File: src/hw/rtl/pfr_pkg.sv
// ============================================================================
// Page frame replacement package
// Shared constants, types and a helper function for the replacement unit.
// ============================================================================
package pfr_pkg;

    localparam int FRAMES     = 64;
    localparam int FRAME_W    = $clog2(FRAMES);
    localparam int CNT_W      = $clog2(FRAMES + 1);
    localparam int ADDR_W     = 32;
    localparam int PAGE_SHIFT = 12;
    localparam int PAGE_W     = ADDR_W - PAGE_SHIFT;
    localparam int STAMP_W    = 32;
    localparam int TOTAL_W    = 32;
    localparam int CFG_IDX_W  = 2;
    localparam int CFG_DATA_W = 7;

    localparam logic [CFG_IDX_W-1:0]  CFG_REPL_MODE     = 2'd0;
    localparam logic [CFG_IDX_W-1:0]  CFG_FRAMES_IN_USE = 2'd1;
    localparam logic [CFG_DATA_W-1:0] FRAMES_RESET      = 7'd64;

    typedef enum logic {
        MODE_LRU  = 1'b0,
        MODE_FIFO = 1'b1
    } t_mode;

    typedef enum logic [1:0] {
        ST_IDLE,
        ST_SCAN,
        ST_DRAIN,
        ST_DECIDE
    } t_state;

    typedef struct packed {
        logic [PAGE_W-1:0]  page;
        logic [STAMP_W-1:0] stamp;
    } t_frame_entry;

    typedef struct packed {
        logic               vld;
        logic [FRAME_W-1:0] idx;
        logic               frame_valid;
        t_frame_entry       entry;
    } t_scan_beat;

    typedef struct packed {
        logic               found;
        logic [FRAME_W-1:0] hit_idx;
        logic [FRAME_W-1:0] best_idx;
        logic [PAGE_W-1:0]  best_page;
        logic [PAGE_W-1:0]  probe_page;
    } t_scan_res;

    function automatic logic [CNT_W-1:0] f_capacity(input logic [CFG_DATA_W-1:0] n);
        logic [CNT_W-1:0] c;
        if (n == '0) begin
            c = CNT_W'(1);
        end else if (n > CFG_DATA_W'(FRAMES)) begin
            c = CNT_W'(FRAMES);
        end else begin
            c = CNT_W'(n);
        end
        return c;
    endfunction

endpackage

File: src/hw/rtl/pfr_frame_ram.sv
// ============================================================================
// Frame table memory
// One write port and one registered read port holding page and stamp per frame.
// ============================================================================
module pfr_frame_ram (
    input  logic                          i_clk,
    input  logic                          i_we,
    input  logic [pfr_pkg::FRAME_W-1:0]   i_waddr,
    input  pfr_pkg::t_frame_entry         i_wdata,
    input  logic [pfr_pkg::FRAME_W-1:0]   i_raddr,
    output pfr_pkg::t_frame_entry         o_rdata
);

    pfr_pkg::t_frame_entry r_mem [pfr_pkg::FRAMES];
    pfr_pkg::t_frame_entry r_rdata;

    always_ff @(posedge i_clk) begin
        if (i_we) begin
            r_mem[i_waddr] <= i_wdata;
        end
    end

    always_ff @(posedge i_clk) begin
        r_rdata <= r_mem[i_raddr];
    end

    assign o_rdata = r_rdata;

endmodule

File: src/hw/rtl/pfr_scan.sv
// ============================================================================
// Frame scan unit
// Compares one frame per cycle: tag match, oldest stamp and probe capture.
// ============================================================================
module pfr_scan (
    input  logic                          i_clk,
    input  logic                          i_rst_n,
    input  logic                          i_start,
    input  pfr_pkg::t_scan_beat           i_beat,
    input  logic [pfr_pkg::PAGE_W-1:0]    i_target,
    input  logic [pfr_pkg::CNT_W-1:0]     i_cap,
    input  logic [pfr_pkg::FRAME_W-1:0]   i_probe_idx,
    output pfr_pkg::t_scan_res            o_res
);

    logic                           r_found;
    logic [pfr_pkg::FRAME_W-1:0]    r_hit_idx;
    logic                           r_best_set;
    logic [pfr_pkg::FRAME_W-1:0]    r_best_idx;
    logic [pfr_pkg::STAMP_W-1:0]    r_best_stamp;
    logic [pfr_pkg::PAGE_W-1:0]     r_best_page;
    logic [pfr_pkg::PAGE_W-1:0]     r_probe_page;

    logic w_match;
    logic w_in_range;
    logic w_older;

    assign w_match    = i_beat.vld && i_beat.frame_valid && (i_beat.entry.page == i_target);
    assign w_in_range = pfr_pkg::CNT_W'(i_beat.idx) < i_cap;
    assign w_older    = !r_best_set || (i_beat.entry.stamp < r_best_stamp);

    always_ff @(posedge i_clk) begin
        if (!i_rst_n) begin
            r_found    <= 1'b0;
            r_best_set <= 1'b0;
        end else if (i_start) begin
            r_found    <= 1'b0;
            r_best_set <= 1'b0;
        end else if (i_beat.vld) begin
            if (w_match && !r_found) begin
                r_found <= 1'b1;
            end
            if (w_in_range && w_older) begin
                r_best_set <= 1'b1;
            end
        end
    end

    always_ff @(posedge i_clk) begin
        if (i_beat.vld) begin
            if (w_match && !r_found) begin
                r_hit_idx <= i_beat.idx;
            end
            if (w_in_range && w_older) begin
                r_best_idx   <= i_beat.idx;
                r_best_stamp <= i_beat.entry.stamp;
                r_best_page  <= i_beat.entry.page;
            end
            if (i_beat.idx == i_probe_idx) begin
                r_probe_page <= i_beat.entry.page;
            end
        end
    end

    always_comb begin
        o_res.found      = r_found;
        o_res.hit_idx    = r_hit_idx;
        o_res.best_idx   = r_best_idx;
        o_res.best_page  = r_best_page;
        o_res.probe_page = r_probe_page;
    end

endmodule

File: src/hw/rtl/page_frame_replacement_unit.sv
// ============================================================================
// Page frame replacement unit
// Resolves memory accesses against resident frames with LRU or FIFO victims.
// ============================================================================
//  channel  | handshake            | payload
//  ---------+----------------------+---------------------------------------
//  access   | i_valid / o_ready    | i_address, i_is_write
//  result   | o_valid / i_ready    | o_hit ... o_total_disk_writes
//  config   | i_cfg_we             | i_cfg_idx, i_cfg_data
//
//  Each item is accepted, every frame table entry is read in turn, the read
//  register is drained and the item is committed; a new access is accepted
//  only once the unit is idle again. Reset clears all frames and totals. A held
//  result delays the commit of the next item until the result is taken.
// ============================================================================
module page_frame_replacement_unit (
    input  logic                               i_clk,
    input  logic                               i_rst_n,
    input  logic                               i_valid,
    output logic                               o_ready,
    input  logic [pfr_pkg::ADDR_W-1:0]         i_address,
    input  logic                               i_is_write,
    output logic                               o_valid,
    input  logic                               i_ready,
    output logic                               o_hit,
    output logic                               o_disk_read,
    output logic                               o_disk_write,
    output logic [pfr_pkg::FRAME_W-1:0]        o_frame_index,
    output logic                               o_evicted_valid,
    output logic [pfr_pkg::PAGE_W-1:0]         o_evicted_page,
    output logic [pfr_pkg::TOTAL_W-1:0]        o_total_hits,
    output logic [pfr_pkg::TOTAL_W-1:0]        o_total_disk_reads,
    output logic [pfr_pkg::TOTAL_W-1:0]        o_total_disk_writes,
    input  logic                               i_cfg_we,
    input  logic [pfr_pkg::CFG_IDX_W-1:0]      i_cfg_idx,
    input  logic [pfr_pkg::CFG_DATA_W-1:0]     i_cfg_data
);

    pfr_pkg::t_state                   r_state;
    pfr_pkg::t_state                   n_state;
    pfr_pkg::t_mode                    r_mode;
    logic [pfr_pkg::CFG_DATA_W-1:0]    r_frames_in_use;
    logic [pfr_pkg::FRAME_W-1:0]       r_idx;
    logic                              r_rd_vld;
    logic [pfr_pkg::FRAME_W-1:0]       r_rd_idx;
    logic [pfr_pkg::PAGE_W-1:0]        r_page;
    logic                              r_is_write;
    logic [pfr_pkg::FRAMES-1:0]        r_frame_valid;
    logic [pfr_pkg::FRAMES-1:0]        r_frame_dirty;
    logic [pfr_pkg::STAMP_W-1:0]       r_access_clock;
    logic [pfr_pkg::CNT_W-1:0]         r_fill_count;
    logic [pfr_pkg::FRAME_W-1:0]       r_fifo_ptr;
    logic [pfr_pkg::TOTAL_W-1:0]       r_hit_total;
    logic [pfr_pkg::TOTAL_W-1:0]       r_read_total;
    logic [pfr_pkg::TOTAL_W-1:0]       r_write_total;
    logic                              r_out_valid;
    logic                              r_hit;
    logic                              r_disk_read;
    logic                              r_disk_write;
    logic [pfr_pkg::FRAME_W-1:0]       r_frame_index;
    logic                              r_evicted_valid;
    logic [pfr_pkg::PAGE_W-1:0]        r_evicted_page;

    logic                              w_in_ready;
    logic                              w_rd_en;
    logic                              w_commit;
    logic                              w_start;
    logic [pfr_pkg::CNT_W-1:0]         w_cap;
    logic [pfr_pkg::FRAME_W-1:0]       w_ptr_eff;
    logic [pfr_pkg::FRAME_W-1:0]       w_ptr_next;
    logic                              w_hit;
    logic                              w_fill;
    logic                              w_evict;
    logic [pfr_pkg::FRAME_W-1:0]       w_frame;
    logic                              w_dread;
    logic                              w_dwrite;
    logic [pfr_pkg::PAGE_W-1:0]        w_evpage;
    logic [pfr_pkg::STAMP_W-1:0]       w_stamp;
    logic                              w_ram_we;
    pfr_pkg::t_frame_entry             w_wdata;
    pfr_pkg::t_frame_entry             w_rdata;
    pfr_pkg::t_scan_beat               w_beat;
    pfr_pkg::t_scan_res                w_res;

    // Control sequencer.
    always_comb begin
        n_state = r_state;
        case (r_state)
            pfr_pkg::ST_IDLE: begin
                if (i_valid) begin
                    n_state = pfr_pkg::ST_SCAN;
                end
            end
            pfr_pkg::ST_SCAN: begin
                if (r_idx == pfr_pkg::FRAME_W'(pfr_pkg::FRAMES - 1)) begin
                    n_state = pfr_pkg::ST_DRAIN;
                end
            end
            pfr_pkg::ST_DRAIN: begin
                n_state = pfr_pkg::ST_DECIDE;
            end
            pfr_pkg::ST_DECIDE: begin
                if (w_commit) begin
                    n_state = pfr_pkg::ST_IDLE;
                end
            end
            default: begin
                n_state = pfr_pkg::ST_IDLE;
            end
        endcase
    end

    always_comb begin
        w_in_ready = 1'b0;
        w_rd_en    = 1'b0;
        w_commit   = 1'b0;
        case (r_state)
            pfr_pkg::ST_IDLE: begin
                w_in_ready = 1'b1;
            end
            pfr_pkg::ST_SCAN: begin
                w_rd_en = 1'b1;
            end
            pfr_pkg::ST_DRAIN: begin
                w_rd_en = 1'b0;
            end
            pfr_pkg::ST_DECIDE: begin
                w_commit = !r_out_valid || i_ready;
            end
            default: begin
                w_in_ready = 1'b0;
            end
        endcase
    end

    assign w_start = w_in_ready && i_valid;

    always_ff @(posedge i_clk) begin
        if (!i_rst_n) begin
            r_state  <= pfr_pkg::ST_IDLE;
            r_idx    <= '0;
            r_rd_vld <= 1'b0;
        end else begin
            r_state  <= n_state;
            r_rd_vld <= w_rd_en;
            if (w_start) begin
                r_idx <= '0;
            end else if (w_rd_en) begin
                r_idx <= r_idx + 1'b1;
            end
        end
    end

    always_ff @(posedge i_clk) begin
        r_rd_idx <= r_idx;
        if (w_start) begin
            r_page     <= i_address[pfr_pkg::ADDR_W-1:pfr_pkg::PAGE_SHIFT];
            r_is_write <= i_is_write;
        end
    end

    pfr_frame_ram u_frame_ram (
        .i_clk   (i_clk),
        .i_we    (w_ram_we),
        .i_waddr (w_frame),
        .i_wdata (w_wdata),
        .i_raddr (r_idx),
        .o_rdata (w_rdata)
    );

    always_comb begin
        w_beat.vld         = r_rd_vld;
        w_beat.idx         = r_rd_idx;
        w_beat.frame_valid = r_frame_valid[r_rd_idx];
        w_beat.entry       = w_rdata;
    end

    pfr_scan u_scan (
        .i_clk       (i_clk),
        .i_rst_n     (i_rst_n),
        .i_start     (w_start),
        .i_beat      (w_beat),
        .i_target    (r_page),
        .i_cap       (w_cap),
        .i_probe_idx (w_ptr_eff),
        .o_res       (w_res)
    );

    // Victim selection and commit values.
    always_comb begin
        w_cap     = pfr_pkg::f_capacity(r_frames_in_use);
        w_ptr_eff = (pfr_pkg::CNT_W'(r_fifo_ptr) >= w_cap) ? '0 : r_fifo_ptr;
        w_ptr_next = ((pfr_pkg::CNT_W'(w_ptr_eff) + 1'b1) >= w_cap) ? '0 : w_ptr_eff + 1'b1;
        w_hit   = w_res.found;
        w_fill  = !w_hit && (r_fill_count < w_cap);
        w_evict = !w_hit && !w_fill;
        if (w_hit) begin
            w_frame = w_res.hit_idx;
        end else if (w_fill) begin
            w_frame = r_fill_count[pfr_pkg::FRAME_W-1:0];
        end else if (r_mode == pfr_pkg::MODE_LRU) begin
            w_frame = w_res.best_idx;
        end else begin
            w_frame = w_ptr_eff;
        end
        w_dread  = !w_hit && !r_is_write;
        w_dwrite = w_evict && r_frame_dirty[w_frame];
        if (!w_evict) begin
            w_evpage = '0;
        end else if (r_mode == pfr_pkg::MODE_LRU) begin
            w_evpage = w_res.best_page;
        end else begin
            w_evpage = w_res.probe_page;
        end
        w_stamp       = r_access_clock + 1'b1;
        w_ram_we      = w_commit && (!w_hit || (r_mode == pfr_pkg::MODE_LRU));
        w_wdata.page  = r_page;
        w_wdata.stamp = w_stamp;
    end

    always_ff @(posedge i_clk) begin
        if (!i_rst_n) begin
            r_mode          <= pfr_pkg::MODE_LRU;
            r_frames_in_use <= pfr_pkg::FRAMES_RESET;
        end else if (i_cfg_we) begin
            case (i_cfg_idx)
                pfr_pkg::CFG_REPL_MODE: begin
                    r_mode <= pfr_pkg::t_mode'(i_cfg_data[0]);
                end
                pfr_pkg::CFG_FRAMES_IN_USE: begin
                    r_frames_in_use <= i_cfg_data;
                end
                default: begin
                    r_mode <= r_mode;
                end
            endcase
        end
    end

    always_ff @(posedge i_clk) begin
        if (!i_rst_n) begin
            r_frame_valid  <= '0;
            r_frame_dirty  <= '0;
            r_access_clock <= '0;
            r_fill_count   <= '0;
            r_fifo_ptr     <= '0;
            r_hit_total    <= '0;
            r_read_total   <= '0;
            r_write_total  <= '0;
            r_out_valid    <= 1'b0;
        end else begin
            if (w_commit) begin
                r_out_valid    <= 1'b1;
                r_access_clock <= w_stamp;
                if (w_hit) begin
                    r_frame_dirty[w_frame] <= r_frame_dirty[w_frame] | r_is_write;
                    if (r_hit_total != '1) begin
                        r_hit_total <= r_hit_total + 1'b1;
                    end
                end else begin
                    r_frame_valid[w_frame] <= 1'b1;
                    r_frame_dirty[w_frame] <= 1'b0;
                end
                if (w_dread && (r_read_total != '1)) begin
                    r_read_total <= r_read_total + 1'b1;
                end
                if (w_dwrite && (r_write_total != '1)) begin
                    r_write_total <= r_write_total + 1'b1;
                end
                if (w_fill) begin
                    r_fill_count <= r_fill_count + 1'b1;
                end
                if (w_evict && (r_mode == pfr_pkg::MODE_FIFO)) begin
                    r_fifo_ptr <= w_ptr_next;
                end
            end else if (i_ready) begin
                r_out_valid <= 1'b0;
            end
        end
    end

    always_ff @(posedge i_clk) begin
        if (w_commit) begin
            r_hit           <= w_hit;
            r_disk_read     <= w_dread;
            r_disk_write    <= w_dwrite;
            r_frame_index   <= w_frame;
            r_evicted_valid <= w_evict;
            r_evicted_page  <= w_evpage;
        end
    end

    assign o_ready             = w_in_ready;
    assign o_valid             = r_out_valid;
    assign o_hit               = r_hit;
    assign o_disk_read         = r_disk_read;
    assign o_disk_write        = r_disk_write;
    assign o_frame_index       = r_frame_index;
    assign o_evicted_valid     = r_evicted_valid;
    assign o_evicted_page      = r_evicted_page;
    assign o_total_hits        = r_hit_total;
    assign o_total_disk_reads  = r_read_total;
    assign o_total_disk_writes = r_write_total;

    a_fill_bound: assert property (@(posedge i_clk) disable iff (!i_rst_n)
        r_fill_count <= pfr_pkg::CNT_W'(pfr_pkg::FRAMES))
        else $error("Fill count exceeds the number of frames.");

    a_miss_valid: assert property (@(posedge i_clk) disable iff (!i_rst_n)
        (w_commit && !w_hit) |=> r_frame_valid[$past(w_frame)])
        else $error("A loaded frame is not marked valid.");

    a_hit_clean: assert property (@(posedge i_clk) disable iff (!i_rst_n)
        (o_valid && o_hit) |-> (!o_disk_read && !o_disk_write && !o_evicted_valid))
        else $error("A hit reports disk traffic or an eviction.");

    a_write_evict: assert property (@(posedge i_clk) disable iff (!i_rst_n)
        (o_valid && o_disk_write) |-> o_evicted_valid)
        else $error("A disk write is reported without an eviction.");

endmodule

File: config.mk
export PLATFORM = sky130hd
export DESIGN_NAME = page_frame_replacement_unit
export DESIGN_NICKNAME = d
export VERILOG_FILES = /design/src/hw/rtl/pfr_pkg.sv /design/src/hw/rtl/pfr_frame_ram.sv /design/src/hw/rtl/pfr_scan.sv /design/src/hw/rtl/page_frame_replacement_unit.sv
export SDC_FILE = /design/constraint.sdc
export NUM_CORES = 2
export LEC_CHECK = 0
export BUFFER_PORTS_ARGS = -buffer_cell sky130_fd_sc_hd__clkbuf_2
export CAP_MARGIN = 20
export CORE_MARGIN = 2
export CORE_UTILIZATION = 30
export CTS_CLUSTER_DIAMETER = 200
export DETAILED_ROUTE_END_ITERATION = 10
export GPL_TIMING_DRIVEN = 0
export SYNTH_ARGS = -nofsm -noshare
export SYNTH_HDL_FRONTEND = slang
export SYNTH_SLANG_ARGS = --single-unit
File: constraint.sdc
create_clock -name i_clk -period 7.2 [get_ports i_clk]
set_input_delay 0 -clock i_clk [delete_from_list [all_inputs] [get_ports i_clk]]
set_output_delay 0 -clock i_clk [all_outputs]
set_load 0.05 [all_outputs]
# Yosys cells after proc, flatten, opt, wreduce, memory -nomap -nowiden
# Memories as Yosys holds them, arrays and structs flattened. A register that Yosys moved wholly into a read port is not among the register bits.
# Cells that the tools add are included.
[word_totals] reg_bits=430 latch_bits=0 ram_bits=3328 romBits=0 inputBits=47 out_inout_bits=128 elab_cells=134 memories=1
[classes] add_sub_neg=8 n_mul=0 div_mod_pow=0 n_lt_le_gt_ge=9 eq_ne=13 n_shift=0 muxes=27 bitwise_logic=7 n_reduce_logical=39
[memory_table] memory="u_frame_ram.r_mem" depth=64 width=52 rd=1 rd_ports_with_merged_regs=1 wr=1 line_no="pfr_frame_ram.sv:14" source="pfr_pkg::t_frame_entry r_mem [pfr_pkg::FRAMES];"
[ops] cell="adder 32 x 1 -> 32 bit, second input constant" count=4
[ops] cell="!= test 32 bit, second input constant" count=3
[ops] cell="AND 64 bit" count=1
[ops] cell="bitwise mux 64 bit" count=1
[ops] cell="2-to-1 mux 64 bit" count=1
[ops] cell="inverter 64 bit" count=1
[ops] cell="OR 64 bit" count=1
[ops] cell="< comparator 32 bit" count=1
[ops] cell="2-to-1 mux 6 bit" count=5
[ops] cell="== test 20 bit" count=1
[ops] cell="2-to-1 mux 20 bit" count=1
[ops] cell="AND reduction 2 bit" count=10
[ops] cell="logical AND 1 bit" count=14
[ops] cell="< comparator 6 x 7 -> 1 bit, second input constant" count=2
[ops] cell="2-to-1 mux 7 bit" count=2
[ops] cell="adder 6 x 1 -> 6 bit, second input constant" count=2
[ops] cell="binary-select mux 1 bit (select 6 bit)" count=2
[ops] cell="2-to-1 mux 1 bit" count=10
[ops] cell="case mux 2 bit (4 select lines)" count=1
[ops] cell="adder 6 x 1 -> 7 bit, second input constant" count=1
[ops] cell="adder 7 x 1 -> 7 bit, second input constant" count=1
[ops] cell=">= comparator 6 x 7 -> 1 bit" count=1
[ops] cell=">= comparator 7 bit" count=1
[ops] cell="> comparator 7 bit, second input constant" count=1
[ops] cell="other kinds (19)" count=35

# Depth between registers and ports, before layout
[logic_depth] depth_word=15 ltp_mapped=22 mapped_depth_nobuf=21

# Cells and area by module
# A second synthesis with hierarchy kept.
[hier_totals] hier_cells=7516 area_unflattened_um2=147724.2
[modules_own_cells] mod="pfr_frame_ram" n_inst=1 cells_per_inst=5410 area_each_um2=126924.2 seq_area_each_um2=100976.8
[modules_own_cells] mod="page_frame_replacement_unit" n_inst=1 cells_per_inst=1847 area_each_um2=17002.6 seq_area_each_um2=7397.1
[modules_own_cells] mod="pfr_scan" n_inst=1 cells_per_inst=259 area_each_um2=3797.4 seq_area_each_um2=2562.5

# Worst setup path before layout
# No wires, ideal clock.
[synth_timing] path_type="register to register" startpoint="reg r_frames_in_use[6] in the netlist's numbering" endpoint="mem u_frame_ram.r_mem[56][0] in the netlist's numbering, enable pin" arrival_ns=5.884 required_ns=6.738 path_slack_ns=0.854 path_stages_with_launch=18 n_path_buf=5 period_less_slack_ns=6.346 path_cell_list="dfxtp_1 > buf_6 > inv_1 > nand2_1 > ha_1 > a211oi_1 > o221ai_1 > a21o_1 > buf_6 > nand2_1 > inv_1 > a21o_1 > clkbuf_1 > clkbuf_1 > nor3_1 > nand2_1 > clkbuf_1 > nor2_1"
[synth_via] elab_chain_len=8 elab_cells_between_ends=11 classes_between="order compare (3); mux (6); reduce/logical (2)"
[synth_lines] item="from (decl)" line_no="page_frame_replacement_unit.sv:42" source="logic [pfr_pkg::CFG_DATA_W-1:0] r_frames_in_use;"
[synth_lines] item="from (signal assigned)" line_no="page_frame_replacement_unit.sv:224" source="r_frames_in_use <= pfr_pkg::FRAMES_RESET;"
[synth_lines] item="from (signal assigned)" line_no="page_frame_replacement_unit.sv:231" source="r_frames_in_use <= i_cfg_data;"
[synth_lines] item="> comparator 7 bit" line_no="pfr_pkg.sv:58" source="end else if (n > CFG_DATA_W'(FRAMES)) begin"
[synth_lines] item="2-to-1 mux 7 bit" line_no="pfr_pkg.sv:58"
[synth_lines] item="2-to-1 mux 7 bit *" line_no="pfr_pkg.sv:56" source="if (n == '0) begin"
[synth_lines] item=">= comparator 6 x 7 -> 1 bit" line_no="page_frame_replacement_unit.sv:192" source="w_ptr_eff = (pfr_pkg::CNT_W'(r_fifo_ptr) >= w_cap) ? '0 : r_fifo_ptr;"
[synth_lines] item="2-to-1 mux 6 bit" line_no="page_frame_replacement_unit.sv:192"
[synth_lines] item="2-to-1 mux 6 bit" line_no="page_frame_replacement_unit.sv:201" source="end else if (r_mode == pfr_pkg::MODE_LRU) begin"
[synth_lines] item="2-to-1 mux 6 bit *" line_no="page_frame_replacement_unit.sv:199" source="end else if (w_fill) begin"
[synth_lines] item="2-to-1 mux 6 bit *" line_no="page_frame_replacement_unit.sv:197" source="if (w_hit) begin"
[synth_lines] item="to (decl)" line_no="pfr_frame_ram.sv:14"
# Mark *: on every way between the ends. The rest lies on a longest branch, timed or not.

# Worst setup path in the final report
[layout_timing] startpoint="reg r_frames_in_use[6] in the netlist's numbering" endpoint="mem u_frame_ram.r_mem[40][11] in the netlist's numbering, enable pin"
[layout_via] elab_chain_len=8 elab_cells_between_ends=11 classes_between="order compare (3); mux (6); reduce/logical (2)"
[layout_lines] item="> comparator 7 bit" line_no="pfr_pkg.sv:58"
[layout_lines] item="2-to-1 mux 7 bit" line_no="pfr_pkg.sv:58"
[layout_lines] item="2-to-1 mux 7 bit *" line_no="pfr_pkg.sv:56"
[layout_lines] item=">= comparator 6 x 7 -> 1 bit" line_no="page_frame_replacement_unit.sv:192"
[layout_lines] item="2-to-1 mux 6 bit" line_no="page_frame_replacement_unit.sv:192"
[layout_lines] item="2-to-1 mux 6 bit" line_no="page_frame_replacement_unit.sv:201"
[layout_lines] item="2-to-1 mux 6 bit *" line_no="page_frame_replacement_unit.sv:199"
[layout_lines] item="2-to-1 mux 6 bit *" line_no="page_frame_replacement_unit.sv:197"
[layout_lines] item="via u_frame_ram.i_waddr (one bit)" line_no="pfr_frame_ram.sv:8" source="input logic [pfr_pkg::FRAME_W-1:0] i_waddr,"
# Mark *: on every way through the listed nets, which the timed path passes. The rest lies on a longest branch.

==> qor.yml <==
grt:
  grt_overflow_total: 0
  grt_pass1_vias: 76900
  grt_pass1_wl_mm: 582
  antenna_found_initial: 25
  grt_usage_pct: 16.3
  grt_max_degree: 66
drt:
  via_per_inst: 5.19
  wl_mm: 417
  drt_first_pass_iters: 5
  vias: 76100
  drt-initial-drc-count: 9134
  detail-route-antenna-nets: 0
  drc: 0
  wl_per_cell_um: 28.4
die:
  pin_count: 175
  initial_core_util_pct: 30.1
  core.rowCount: 257
  fp.dieW_um: 704
  die-area_mm2: 0.495
  floorplan.core_area_mm2: 0.489
  die_h_um: 704
flow_run:
  max_cap_viol_count: 0
synthesis:
  synth_edf_count: 3463
  netlist_instances: 6834
  syn-num-nets: 6947
  synthDistinctLibCells: 78
  synth_warnings: 0
  synth-seq-cells: 3810
  syn-cell-area_mm2: 0.147
  async_flop_share_pct: 0
  synth_seq_area_share_pct: 75.5
  avgSynthCellArea_um2: 21.5
  synth_ff_type: "edfxtp_1"
sta:
  finalSetupViolCount: 0
  hold_viol_final: 0
  fmax_ghz: 0.142
  tightestPinTransition_ps: 1300
  totalNegativeSetupSlack_ps: 0
  finalCritPeriodShare_pct: 97.8
  rsz0062_at_grt: "false"
  maxSlewViolCount: 0
  fin_crit_ps: 7040
  skew_ps: 84.6
  slew_headroom_pct: 12.8
  holdWs_ps: 150
power_and_ir_drop:
  peakVddDrop_mv: 0.206
  power_density_mw_per_mm2: 294
  p_leak_nw: 55.8
worst_setup_path:
  critPathKind: "register to register"
  cp-startpoint: "r_frames_in_use[6]$_SDFFE_PN1P_"
  crit_chain: "buf_6 > inv_1 > nand2_1 > ha_1 > a211oi_1 > o221ai_1 > a21oi_1 > a211oi_2 > nor2_2 > inv_1 > buf_2 > buf_1 > nor2_1 > nand2_1 > nor2_4 > buf_12"
  cp.required_ps: 7820
  cp_num_buf_inv: 6
  r2r_start: "r_frames_in_use[6]$_SDFFE_PN1P_"
  cp_max_fo: 18
  max_stage_delay_ps: 990
  critPathSlowestCell: "nor2_4"
  crit_family: "simple AND/OR/NAND/NOR gates"
  startpoint_type: "register"
  crit_path_end_kind: "register"
  crit_arrival_ps: 7660
cells_and_area:
  synthToLayoutAreaGrowth_pct: 20.8
  drive_gt1_share_pct: 29.5
  final_common_cell: "edfxtp_1"
  nNetsFinal: 7956
  mostFrequentLayoutCells: "3463 x edfxtp_1, 1116 x mux4_2, 398 x clkbuf_16"
  final_cells: 14700
  fill_cells: 44200
place:
  place_inst: 13800
  io_buffers: 161
  gp_congestion: 0.853
  dpl.hpwl_mm: 292
worst_hold_path:
  min-delay-start: "i_valid"
  hold_class: "input port to register"
cts:
  htreeDepth: 5
  cts_tree: "done"
  cts-root-buf: "clkbuf_16"
  ctsResizeCount: 0
  insertion_delay_ps: 990
  clockBufferDepth: 4
  cts_buffers: 389
  clk_pin_slew_ps: 70
  cts_sinks: 3810
status:
  status: "completed"
cell type report:
cell class | instances | area (um^2) | area share [%]
clock buffer | 553 | 11000 | 6.21
clock inverter | 168 | 1740 | 0.980
antenna | 13 | 32.5 | 0.0183
tap | 6475 | 8100 | 4.56
multi-input combinational | 2594 | 35300 | 19.9
buffer | 363 | 1490 | 0.839
inverter | 67 | 251 | 0.142
sequential | 3810 | 111000 | 62.5
timing repair buffer | 618 | 8700 | 4.90
per-stage QoR:
stage          total power [mW]  utilization [%]  setup WS, ps  cell area (um^2)
4_1_cts                    52.3             36.1          44.9            177000
3_3_place_gp               31.7             31.9         -6080            156000
2_1_floorplan              29.5                -           854            147000
6_report                   52.2             36.3           158            178000
3_5_place_dp               32.4             33.4          64.9            163000
5_1_grt                    53.7             36.3          6.04            178000
flip-flops by register name (all words and copies together), names as in the netlist, 2 cells and up:
name / cells
r_fifo_ptr: 6
u_scan.r_best_stamp: 32
u_frame_ram.r_mem: 3328
o_total_hits: 32
r_access_clock: 32
r_frame_valid: 64
r_fill_count: 7
r_idx: 6
o_frame_index: 6
o_total_disk_reads: 32
u_scan.r_best_idx: 6
u_frame_ram.o_rdata: 52
r_state: 2
r_frame_dirty: 64
u_scan.r_best_page: 20
o_total_disk_writes: 32
u_scan.r_probe_page: 20
r_page: 20
r_frames_in_use: 7
u_scan.r_hit_idx: 6
o_evicted_page: 20
r_rd_idx: 6
cells in the mapped netlist, drive strengths merged, types with 10 or more instances:
library cell,number,area (um^2)
o31ai,80,601
and4,14,123
or3,28,175
a21oi,104,521
xnor2,59,517
dfxtp,347,6950
o211ai,69,518
o21ai,55,287
a211oi,10,90.1
nor3,20,100
mux4,1116,25100
nor4,10,68.8
nand4,37,231
clkbuf,284,1070
nand2,142,533
inv,67,251
or4,15,116
xor2,82,718
edfxtp,3463,104000
nand3,81,405
buf,79,384
nor2,341,1290
nand2b,28,175
ha,66,826
a31oi,31,194
mux2i,53,531
and2,19,119
and3,42,263
a21o,17,128
repair_timing:
action,4_1_cts,5_1_grt
setup endpoints to repair,0,84
hold buffers,71,0
hold endpoints to repair,67,0
setup buffers,0,29
worst min-delay path, stage by stage:
cell and delay (ps):
dlygate4sd3_1 540, clkbuf_2 120, and2_2 260
report_power, final:
group	switching [mW]	internal [mW]	leakage (nW)
clock	8.52	11.6	6.26
combinational	3.73	3.41	14.0
sequential	0.287	24.6	35.5
total	12.5	39.6	55.8
path summary, 6_finish.rpt:
| check | slack [ps] | end | cells after the start |
|---|---|---|---|
| worst max-delay path | 160 | u_frame_ram.r_mem[40][11]$_DFFE_PP_ | 16 |
| worst min-delay path | 150 | r_is_write$_DFFE_PP_ | 3 |
| worst max register to register | 160 | u_frame_ram.r_mem[40][11]$_DFFE_PP_ | 16 |
| worst min register to register | 350 | r_rd_idx[4]$_DFF_P_ | 0 |
per-layer routing:
metal / part of all wire, % / wire (um) / track usage, %
met5: 0.012 / 51 / 0
met4: 3.4 / 14100 / 5.38
met3: 8.5 / 35400 / 3.14
met2: 49 / 203000 / 27.1
met1: 39 / 164000 / 21.3
cells by family (layout without fill, tap and decap cells):
group                      count (synthesis)  count (layout)  synth area share [%]
AOI/OAI and AO/OA                        423             423                  1.94
adders and majority gates                 66              66                 0.562
buffers and inverters                    430            1769                  1.16
muxes                                   1173            1173                  17.5
DFF                                     3810            3810                  75.5
other                                      0              13                     0
xor gates and xnor gates                 141             141                 0.840
and+or+nand+nor                          791             791                  2.52
No activity file was read; power rests on OpenSTA's default activity.
